$ cat config.mk
export PLATFORM = sky130hd
export DESIGN_NAME = shtab_fifo
export DESIGN_NICKNAME = d
export VERILOG_FILES = /design/src/rtl/core/shtab_fifo.sv
export SDC_FILE = /design/constraint.sdc
export NUM_CORES = 1
export LEC_CHECK = 0
export BUFFER_PORTS_ARGS = -buffer_cell sky130_fd_sc_hd__buf_2
export CORE_MARGIN = 4
export CORE_UTILIZATION = 48
export CTS_CLUSTER_SIZE = 24
export DETAILED_ROUTE_END_ITERATION = 10
export MAX_ROUTING_LAYER = met4
export PLACE_DENSITY = 0.74
export SLEW_MARGIN = 15
export SYNTH_ARGS = -nofsm -noshare
export SYNTH_HDL_FRONTEND = slang
export SYNTH_SLANG_ARGS = --single-unit
$ cat constraint.sdc
create_clock -name clk -period 1.9 [get_ports clk]
set_clock_uncertainty 0.15 [all_clocks]
set_input_delay 0.095 -clock clk [delete_from_list [all_inputs] [get_ports clk]]
set_output_delay 0.095 -clock clk [all_outputs]
set_load 0.005 [all_outputs]
$ cat src/rtl/core/shtab_fifo.sv
// Small register queue used between front and back and at the result side.
// No dependencies.
module shtab_fifo #(
	parameter int W     = 8,
	parameter int DEPTH = 2,
	localparam int P_W  = (DEPTH > 1) ? $clog2(DEPTH) : 1,
	localparam int C_W  = $clog2(DEPTH + 1)
) (
	input  logic         clk,
	input  logic         arst_n,
	input  logic         push,
	input  logic [W-1:0] wdata,
	output logic         full,
	input  logic         pop,
	output logic [W-1:0] rdata,
	output logic         empty
);

	logic [W-1:0]   mem_q [DEPTH];
	logic [P_W-1:0] wp_q, rp_q;
	logic [C_W-1:0] cnt_q;
	logic           do_push, do_pop;

	assign full    = (cnt_q == C_W'(DEPTH));
	assign empty   = (cnt_q == '0);
	assign do_push = push && !full;
	assign do_pop  = pop && !empty;
	assign rdata   = mem_q[rp_q];

	always_ff @(posedge clk) begin
		if (do_push) begin
			mem_q[wp_q] <= wdata;
		end
	end

	always_ff @(posedge clk or negedge arst_n) begin
		if (!arst_n) begin
			wp_q  <= '0;
			rp_q  <= '0;
			cnt_q <= '0;
		end else begin
			if (do_push) begin
				wp_q <= (wp_q == P_W'(DEPTH - 1)) ? '0 : P_W'(wp_q + 1'b1);
			end
			if (do_pop) begin
				rp_q <= (rp_q == P_W'(DEPTH - 1)) ? '0 : P_W'(rp_q + 1'b1);
			end
			if (do_push && !do_pop) begin
				cnt_q <= C_W'(cnt_q + 1'b1);
			end else if (do_pop && !do_push) begin
				cnt_q <= C_W'(cnt_q - 1'b1);
			end
		end
	end

endmodule

==> flow_metrics.tcl <==
set metrics [dict create \
    setup_viol 0 \
    drive_gt1_share_pct 36.6 \
    clkSinkCount 20 \
    rsz0062_at_grt "no" \
    critical_path_class "reg2reg" \
    die_area_mm2 0.00234 \
    grtUsageTotal_pct 13.8 \
    grt_pass1_wl_mm 2.41 \
    grt_antenna_before_repair 0 \
    drtIter0Drc 13 \
    dpl-instance-area_um2 917 \
    syn_area_um2 782 \
    crit_fanout 5 \
    wirelength_mm 1.37 \
    clkPwrFrac_pct 14.5 \
    grt_max_degree 12 \
    reg2reg_setup_slack_ns 0.19 \
    fin_crit_ns 1.71 \
    ys_top_cells_by_count "edfxtp_1 (16), mux2_1 (6), dfrtp_1 (4)" \
    cpMaxStageDelayCell "dfrtp_1" \
    synth_nets 57 \
    n_antenna_cell 0 \
    worstPathCellList "nand2b_1, nand2_2, inv_1, ha_1, nor2_1, xor2_1" \
    startpoint "cnt_q[0]" \
    cts_tree "yes" \
    synth_area_per_cell_um2 17.8 \
    finalHoldViolations 0 \
    start_kind "flip-flop" \
    critPathCaptureType "flip-flop" \
    r2r_start "cnt_q[0]" \
    dr.pass1.iters 4 \
    rows 14 \
    top_layer "met3" \
    dpl_worst_slack_ns 0.263 \
    dr_wl_met3_um 56 \
    power_frac_seq_pct 52.4 \
    fin_area_mm2 0.00106 \
    drc 0 \
    fmax_ghz 0.586 \
    cts_resized 0 \
    power.share.combinational_pct 33.2 \
    numCtsBuffers 3 \
    fin_nets 96 \
    crit_family "simple AND/OR/NAND/NOR gates" \
    clock_latency_ns 0.29 \
    synth-edff-count 16 \
    grt_overflow_total 0 \
    relSlewSlack_pct 72.7 \
    wl_met2_um 766 \
    core_mm2 0.00152 \
    synthFlopType "edfxtp_1" \
    ys_top_cells_by_area "edfxtp_1 (61%), dfrtp_1 (13%), mux2_1 (8.6%)" \
    netlist.area_leader.share_pct 61.4 \
    synth_cell_types 15 \
    final.period_utilization_pct 89.9 \
    post_drt_wl_per_cell_um 14.0 \
    slew_viol_final 0 \
    start_util_pct 51.3 \
    first_global_vias 535 \
    clk_pin_slew_ns 0.11 \
    via_per_inst 4.66 \
    leakagePower_nw 0.450 \
    area_growth_pct 36.0 \
    min_to "mem_q[0][2]" \
    port_buffers 21 \
    fillers 105 \
    r2r_end "cnt_q[1]" \
    p_int_mw 0.945 \
    gp_congestion 0.650 \
    p_per_area_mw_per_mm2 1280 \
    synthMostInstantiatedCell "edfxtp_1" \
    fin_util_pct 69.8 \
    required_ns 1.96 \
    async_flop_share_pct 20.0 \
    crit_buf_inv 1 \
    max_stage_delay_ns 0.45 \
    vias 457 \
    total_power_mw 1.36 \
    ys_seq_area_share_pct 74.2 \
    status "finished clean" \
    final_antenna_net_count 0 \
    hold_depth 2 \
    clockRootBuffer "clkbuf_4" \
    fin_ws_ns 0.192 \
    yosys_warnings 0 \
    die_h_um 48.4 \
    max-cap-violations 0 \
    pin_count 22 \
    place_hpwl_um 928 \
    ys_ff_latch 20 \
    fin_tns_setup_ns 0 \
    reg2reg_depth 6 \
    htree_levels 1 \
    hp-start "wdata[2]" \
    die_w_um 48.4 \
    syn_inst 44 \
    wl_met1_um 547 \
    worstMarginPinSlew_ns 0.410 \
    clock_path_buffers 2 \
    synth_top_area_cell "edfxtp_1" \
    hp-class "in2reg" \
    crit_arrival_ns 1.77 \
    peakVddDrop_uv 783 \
    p_switching_mw 0.417 \
    switching_share_pct 30.6 \
]
==> cell type report <==
class / instances / area, um2 / share of cell area, %
timing repair buffer: 35 / 240 / 22.6
tap: 16 / 20.0 / 1.88
clock buffer: 3 / 22.5 / 2.12
multi-input combinational: 21 / 189 / 17.8
clock inverter: 1 / 3.75 / 0.353
sequential: 20 / 581 / 54.6
inverter: 2 / 7.51 / 0.706
==> through the flow <==
step	hold slack [ns]	std cells
global route	0.369	98
floorplan	-0.351	44
CTS	0.362	98
finish	0.377	98
detailed placement	-0.247	82
global placement	-0.247	82
==> worst reg2reg max path: cells and delay by family (launching register included) <==
family / cells / cell delay [ns]
simple gates: 3 / 0.48
xor+xnor: 1 / 0.20
buf+inv: 1 / 0.05
fa+ha+maj: 1 / 0.30
flops: 1 / 0.45
==> cell usage in the layout, fill, tap and decap left out, types with 3 or more instances in the layout <==
master | netlist | final
nor2_1 | 3 | 3
dlygate4sd3_1 | 0 | 12
clkbuf_4 | 0 | 3
edfxtp_1 | 16 | 16
dfrtp_1 | 4 | 4
mux2_1 | 6 | 6
buf_2 | 1 | 21
==> cells by family after synthesis <==
logic type / Yosys count / synth area share (%)
compound gates: 1 / 0.639
mux: 8 / 11.5
xor+xnor: 5 / 6.56
buf+inv: 3 / 1.60
fa+ha+maj: 1 / 1.60
flops: 20 / 74.2
simple gates: 6 / 3.84
==> registers in the layout (all words and copies together) (netlist names) <==
name	cells
rp_q	1
mem_q	16
cnt_q	2
wp_q	1
==> how the worst max path moves through the flow <==
| stage | endpoint | slack, ns | cells past startpoint |
|---|---|---|---|
| after floorplan | mem_q[0][0] | 0.36 | 3 |
| after global placement | cnt_q[1] | 0.35 | 7 |
| after detailed placement | cnt_q[1] | 0.26 | 6 |
| after CTS | rdata[7] | 0.22 | 2 |
| after global routing | cnt_q[1] | 0.09 | 7 |
| final | cnt_q[1] | 0.19 | 6 |
==> repair_timing <==
| action | CTS | global route |
|---|---|---|
| hold endpoints to repair | 22 | 0 |
| buffers inserted | 0 | 0 |
| hold buffers | 12 | 0 |
==> power by group through the flow <==
| stage | registers [mW] | clock network (mW) | logic (mW) |
|---|---|---|---|
| floorplan | 0.668 | 0 | 0.307 |
| global placement | 0.713 | 0 | 0.423 |
| detailed placement | 0.724 | 0 | 0.436 |
| CTS | 0.716 | 0.202 | 0.454 |
| global route | 0.735 | 0.226 | 0.511 |
| finish | 0.713 | 0.197 | 0.452 |
==> layer usage <==
layer	vias to the layer above	global-route usage (%)
li1	234	-
met1	214	15.6
met2	9	23.0
met3	0	3.68
met4	0	5.53
met5	-	-
Note: power is estimated with default switching activity, not from simulation.
