## src/rtl/core/shtab_pkg.sv

```systemverilog
// Shared types and constants for the spatial hash id table.
// No dependencies.
package shtab_pkg;

	localparam int KEY_W         = 16;
	localparam int ID_W          = 16;
	localparam int SUM_W         = 2 * KEY_W + 2;
	localparam int RES_CAP       = 16;
	localparam int HASH_ROWS_DEF = 1021;
	localparam int WAYS_DEF      = 4;
	localparam int IDS_DEF       = 16;

	typedef enum logic [1:0] {
		FN_INSERT,
		FN_REMOVE,
		FN_LOOKUP,
		FN_NONE
	} func_t;

	typedef enum logic [1:0] {
		ST_OK,
		ST_NO_BUCKET,
		ST_ROW_FULL,
		ST_IDS_FULL
	} status_t;

	typedef struct packed {
		func_t                    func;
		logic signed [KEY_W-1:0]  kx;
		logic signed [KEY_W-1:0]  ky;
		logic signed [KEY_W-1:0]  kz;
		logic        [ID_W-1:0]   id;
	} item_t;

	typedef struct packed {
		status_t           status;
		logic [ID_W-1:0]   found_id;
		logic              id_valid;
		logic              last;
	} res_t;

	typedef struct packed {
		logic clearing;
	} bk_stat_t;

	typedef enum logic [2:0] {
		F_IDLE,
		F_MUL,
		F_SUM,
		F_QUO,
		F_REM,
		F_FIX,
		F_PUSH
	} fst_t;

	typedef enum logic [4:0] {
		B_CLEAR,
		B_IDLE,
		B_BASE,
		B_PR_RD,
		B_PR_CK,
		B_SLOT,
		B_IDB,
		B_DISP,
		B_SC_RD,
		B_SC_CK,
		B_INS,
		B_UP_RD,
		B_UP_WR,
		B_DN_RD,
		B_DN_WR,
		B_LK_RD,
		B_LK_CK,
		B_RES
	} bst_t;

endpackage

```

## src/rtl/core/shtab_front.sv

```systemverilog
// Front part: takes a word, squares the key, reduces the sum mod the row count.
// Depends on shtab_pkg.
module shtab_front import shtab_pkg::*; #(
	parameter int HASH_ROWS = HASH_ROWS_DEF,
	localparam int ROW_W    = $clog2(HASH_ROWS),
	localparam int QW       = ROW_W + $bits(item_t)
) (
	input  logic          clk,
	input  logic          arst_n,
	input  logic          in_valid,
	input  item_t         in_item,
	output logic          in_ready,
	output logic          q_push,
	output logic [QW-1:0] q_data,
	input  logic          q_full
);

	// quotient estimate (sum >> (ROW_W-1)) * MU >> QB is short by at most two
	localparam int QB = SUM_W - ROW_W + 1;
	localparam longint unsigned MU_L = (64'd1 << SUM_W) / 64'(HASH_ROWS);
	localparam logic [QB-1:0] MU = QB'(MU_L);

	fst_t                      st_q, st_nx;
	item_t                     it_q;
	logic [2*KEY_W-1:0]        sqx_q, sqy_q, sqz_q;
	logic [SUM_W-1:0]          sum_q;
	logic [QB-1:0]             quo_q;
	logic [ROW_W+1:0]          rem_q;
	logic [ROW_W-1:0]          row_q;
	logic signed [2*KEY_W-1:0] px, py, pz;
	logic [2*QB-1:0]           prod;
	logic [SUM_W-1:0]          qd, diff;
	logic [ROW_W+1:0]          f1, f2;

	always_comb begin
		px   = it_q.kx * it_q.kx;
		py   = it_q.ky * it_q.ky;
		pz   = it_q.kz * it_q.kz;
		prod = sum_q[SUM_W-1:ROW_W-1] * MU;
		qd   = SUM_W'(quo_q) * SUM_W'(HASH_ROWS);
		diff = sum_q - qd;
		f1   = rem_q;
		if (f1 >= (ROW_W+2)'(HASH_ROWS)) begin
			f1 = f1 - (ROW_W+2)'(HASH_ROWS);
		end
		f2 = f1;
		if (f2 >= (ROW_W+2)'(HASH_ROWS)) begin
			f2 = f2 - (ROW_W+2)'(HASH_ROWS);
		end
	end

	assign in_ready = (st_q == F_IDLE);
	assign q_push   = (st_q == F_PUSH) && !q_full;
	assign q_data   = {row_q, it_q};

	always_comb begin
		st_nx = st_q;
		case (st_q)
			F_IDLE: if (in_valid) st_nx = F_MUL;
			F_MUL:  st_nx = F_SUM;
			F_SUM:  st_nx = F_QUO;
			F_QUO:  st_nx = F_REM;
			F_REM:  st_nx = F_FIX;
			F_FIX:  st_nx = F_PUSH;
			F_PUSH: if (!q_full) st_nx = F_IDLE;
			default: st_nx = F_IDLE;
		endcase
	end

	always_ff @(posedge clk or negedge arst_n) begin
		if (!arst_n) begin
			st_q <= F_IDLE;
		end else begin
			st_q <= st_nx;
		end
	end

	always_ff @(posedge clk) begin
		case (st_q)
			F_IDLE: begin
				if (in_valid) it_q <= in_item;
			end
			F_MUL: begin
				sqx_q <= $unsigned(px);
				sqy_q <= $unsigned(py);
				sqz_q <= $unsigned(pz);
			end
			F_SUM: sum_q <= SUM_W'(sqx_q) + SUM_W'(sqy_q) + SUM_W'(sqz_q);
			F_QUO: quo_q <= prod[2*QB-1:QB];
			F_REM: rem_q <= diff[ROW_W+1:0];
			F_FIX: row_q <= f2[ROW_W-1:0];
			default: ;
		endcase
	end

endmodule

```

## config.mk

```make
export PLATFORM = sky130hd
export DESIGN_NAME = shtab_front
export DESIGN_NICKNAME = d
export VERILOG_FILES = /design/src/rtl/core/shtab_pkg.sv /design/src/rtl/core/shtab_front.sv
export SDC_FILE = /design/constraint.sdc
export NUM_CORES = 2
export LEC_CHECK = 0
export BUFFER_PORTS_ARGS = -buffer_cell sky130_fd_sc_hd__buf_2
export CAP_MARGIN = 40
export CORE_AREA = 2 2 367 369
export DETAILED_ROUTE_END_ITERATION = 6
export DIE_AREA = 0 0 369 371
export HOLD_SLACK_MARGIN = 0.06
export SLEW_MARGIN = 0
export SYNTH_ARGS = -nofsm -noshare
export SYNTH_HDL_FRONTEND = slang
export SYNTH_SLANG_ARGS = --single-unit
export TNS_END_PERCENT = 10
```

## constraint.sdc

```tcl
create_clock -name clk -period 10.95 [get_ports clk]
set_input_delay 2.19 -clock clk [delete_from_list [all_inputs] [get_ports clk]]
set_output_delay 2.19 -clock clk [all_outputs]
set_load 0.01 [all_outputs]
```

==> impl_metrics.ini <==
[status]
outcome = finished clean

[grt]
antenna_found_initial = 2
grt_pass1_wl_um = 151000
grt_pass1_vias = 29800
grt_use_met3_pct = 1.96
grtUsageMet2_pct = 24.8
grt-ovfl-total = 0
grt_start_max_net_pins = 72
track_usage_pct = 13.9
top_usage_layer = met2
met1_usage_pct = 17.2

[floorplan]
num_rows = 134
core_area_sq_mm = 0.133
start_util_pct = 31.8
fp.dieW_um = 369
io_pins = 148
die_h_um = 371
die-area_sq_mm = 0.137

[synth]
synth_area_leader_cell = fa_1
synth_edf_count = 227
synthCells = 4138
synth_seq_area_share_pct = 16.3
synth.distinct_cells = 73
synth-seq-cells = 230
synth_top_area_share_pct = 38.7
yosys_warnings = 0
synth_ff_type = edfxtp_1
yosys-top-cells-area = fa_1 39%, edfxtp_1 16%, ha_1 15%
syn_avg_cell_area_sq_um = 10.2
netlist_area_sq_mm = 0.0423
ys_async_sr_fraction_pct = 1.30

[routing]
via_per_inst = 4.46
drtAntennaViolNets = 0
first_pass_iters = 5
via_count = 27000
drt_iter0_markers = 1087
drt-total-wl_um = 91000
wl_per_cell_um = 15.0
drt_drc_violations_left = 0

[cells_and_area]
area_delta_synth_final_pct = 9.45
nNetsFinal = 5661
fill_cells = 13500
layout-drive-gt1-share_pct = 5.76
diodes = 0

[worst_hold_path]
hp-class = flip-flop to flip-flop
min_path_cells = 1

[setup_path]
cp_slowest_cell = edfxtp_1
critPathKind = flip-flop to flip-flop
crit_path_end_kind = flip-flop
cp_cell_sequence = inv_1 -> nor2_1 -> fa_1 -> fa_1 -> fa_1 -> fa_1 -> fa_1 -> inv_1 -> fa_1 -> inv_1 -> ha_1 -> and4_1 -> a31oi_1 -> o21ai_0 -> a211o_1 -> o2bb2ai_1 -> or4_1 -> a311o_1 -> a21oi_1 -> xnor2_1
crit_path_frequent_cell = fa_1
cp-start-kind = flip-flop
critPathMaxStageDelay_ns = 0.80
critPathRequiredTime_ns = 11.27
r2r_slack_ns = 3.49
worstPathArrival_ns = 7.79
path_max_fanout = 20
reg2reg_depth = 20

[timing]
max_freq_ghz = 0.134
setup-tns-final_ns = 0
finalCriticalPeriod_ns = 7.46
min_period_over_period_pct = 68.1
drv_slew = 0
hold_viol = 0
worstMarginPinSlew_ns = 0.899
maxSlewHeadroom_pct = 40.1
finalSetupViolCount = 0
skew_ns = 0.0297
rsz0062_at_grt = false

[placement]
io_buffers = 147
dp_hpwl_um = 76100
gp_congestion = 0.853

[clock_tree]
cts_buffers = 35
ctsHoldBuffers = 0
ctsResizeCount = 0
cts_setup_buffers = 0
cts_sinks = 230
htree_num_levels = 2
clock_path_buffers = 3
clk_latency_ns = 0.61
clkTransAtPathRegs_ns = 0.05
cts_tree = built
root_buffer = clkbuf_16

[flow_run]
drv_cap = 0
==> sequential cells by signal, summed over array words and instances (netlist names) <==
signal	flops
q_data	66
sum_q	34
sqx_q	31
sqy_q	31
sqz_q	31
quo_q	12
rem_q	12
row_q	10
st_q	3
==> placed cells by master (no fill, tap or decap), types with 61 or more instances in the layout <==
cell,count
inv_1,1183
fa_1,816
ha_1,514
nand2_1,269
edfxtp_1,227
xnor2_1,173
nor2_1,149
buf_2,147
and2_1,124
a21oi_1,116
o21ai_0,61
==> path summary, 6_finish.rpt <==
path,start,endpoint
worst max-delay path,q_data[47],sqy_q[31]
worst min-delay path,st_q[0],st_q[0]
worst max register to register,q_data[47],sqy_q[31]
worst min register to register,st_q[0],st_q[0]
max in group asynchronous,arst_n,st_q[1]
min in group asynchronous,arst_n,st_q[2]
==> through the flow <==
step | cell area [sq um] | cells | worst slack [ns] | hold slack, ns | utilization, %
6_report | 46200 | 6054 | 3.49 | 0.562 | 34.8
5_1_grt | 46200 | 6054 | 3.06 | 0.593 | 34.8
4_1_cts | 46200 | 6054 | 3.48 | 0.568 | 34.8
3_5_place_dp | 45100 | 5992 | 3.54 | 0.553 | 34.0
3_3_place_gp | 45000 | 5987 | 3.66 | 0.535 | 33.9
2_1_floorplan | 42300 | 4140 | 4.24 | 0.474 | -
==> cells in the mapped netlist (6+ instances only) <==
cell,number
nor3_1,22
o31ai_1,7
nand4_1,11
or2_2,10
a31o_2,10
o211ai_1,10
o21ai_0,61
mux2i_1,6
xnor2_1,173
clkbuf_1,69
o21bai_1,23
nand3_1,40
o21a_1,19
or3_1,7
a21o_1,53
ha_1,514
inv_1,1183
and3_1,18
xor2_1,44
fa_1,816
nor2b_1,12
a211oi_1,14
a21boi_0,6
nand2_1,269
nand2b_1,24
nor2_1,151
edfxtp_1,227
and2_1,125
a21oi_1,116
a31oi_1,12
==> worst max-delay path, delay by kind of cell, from the launching register on <==
family,cells,cell delay [ns]
buffers and inverters,3,0.60
adder cells (fa/ha/maj),7,3.39
flip-flops,1,0.80
AND/OR/NAND/NOR,3,1.00
XOR/XNOR,1,0.09
AO/OA/AOI/OAI,6,1.28
==> cells by family after synthesis <==
logic type                 synth area share [%]
AOI/OAI and AO/OA                          5.88
xor gates and xnor gates                   4.50
adders and majority gates                  53.9
buffers and inverters                      11.2
DFF                                        16.3
muxes                                     0.169
other                                   0.00887
and+or+nand+nor                            8.02
==> final cells by class <==
class                   instances  area (sq um)  area share (%)
inverters                    1183          4440            9.60
well taps                    1768          2210            4.78
clock buffers                  41           898            1.94
repair buffers                162           933            2.02
clock inverters                21           233           0.503
multi-input cells            2649         30600            66.3
flip-flops and latches        230          6890            14.9
==> routing by layer <==
layer	wire, um	vias up
met4	2710	0
met3	3380	113
li1	-	12900
met5	0	-
met2	46000	445
met1	38900	13600
Power is left out: the tool's default activity adds up to more than one toggle a clock period on the data nets, which glitch-free logic cannot reach.
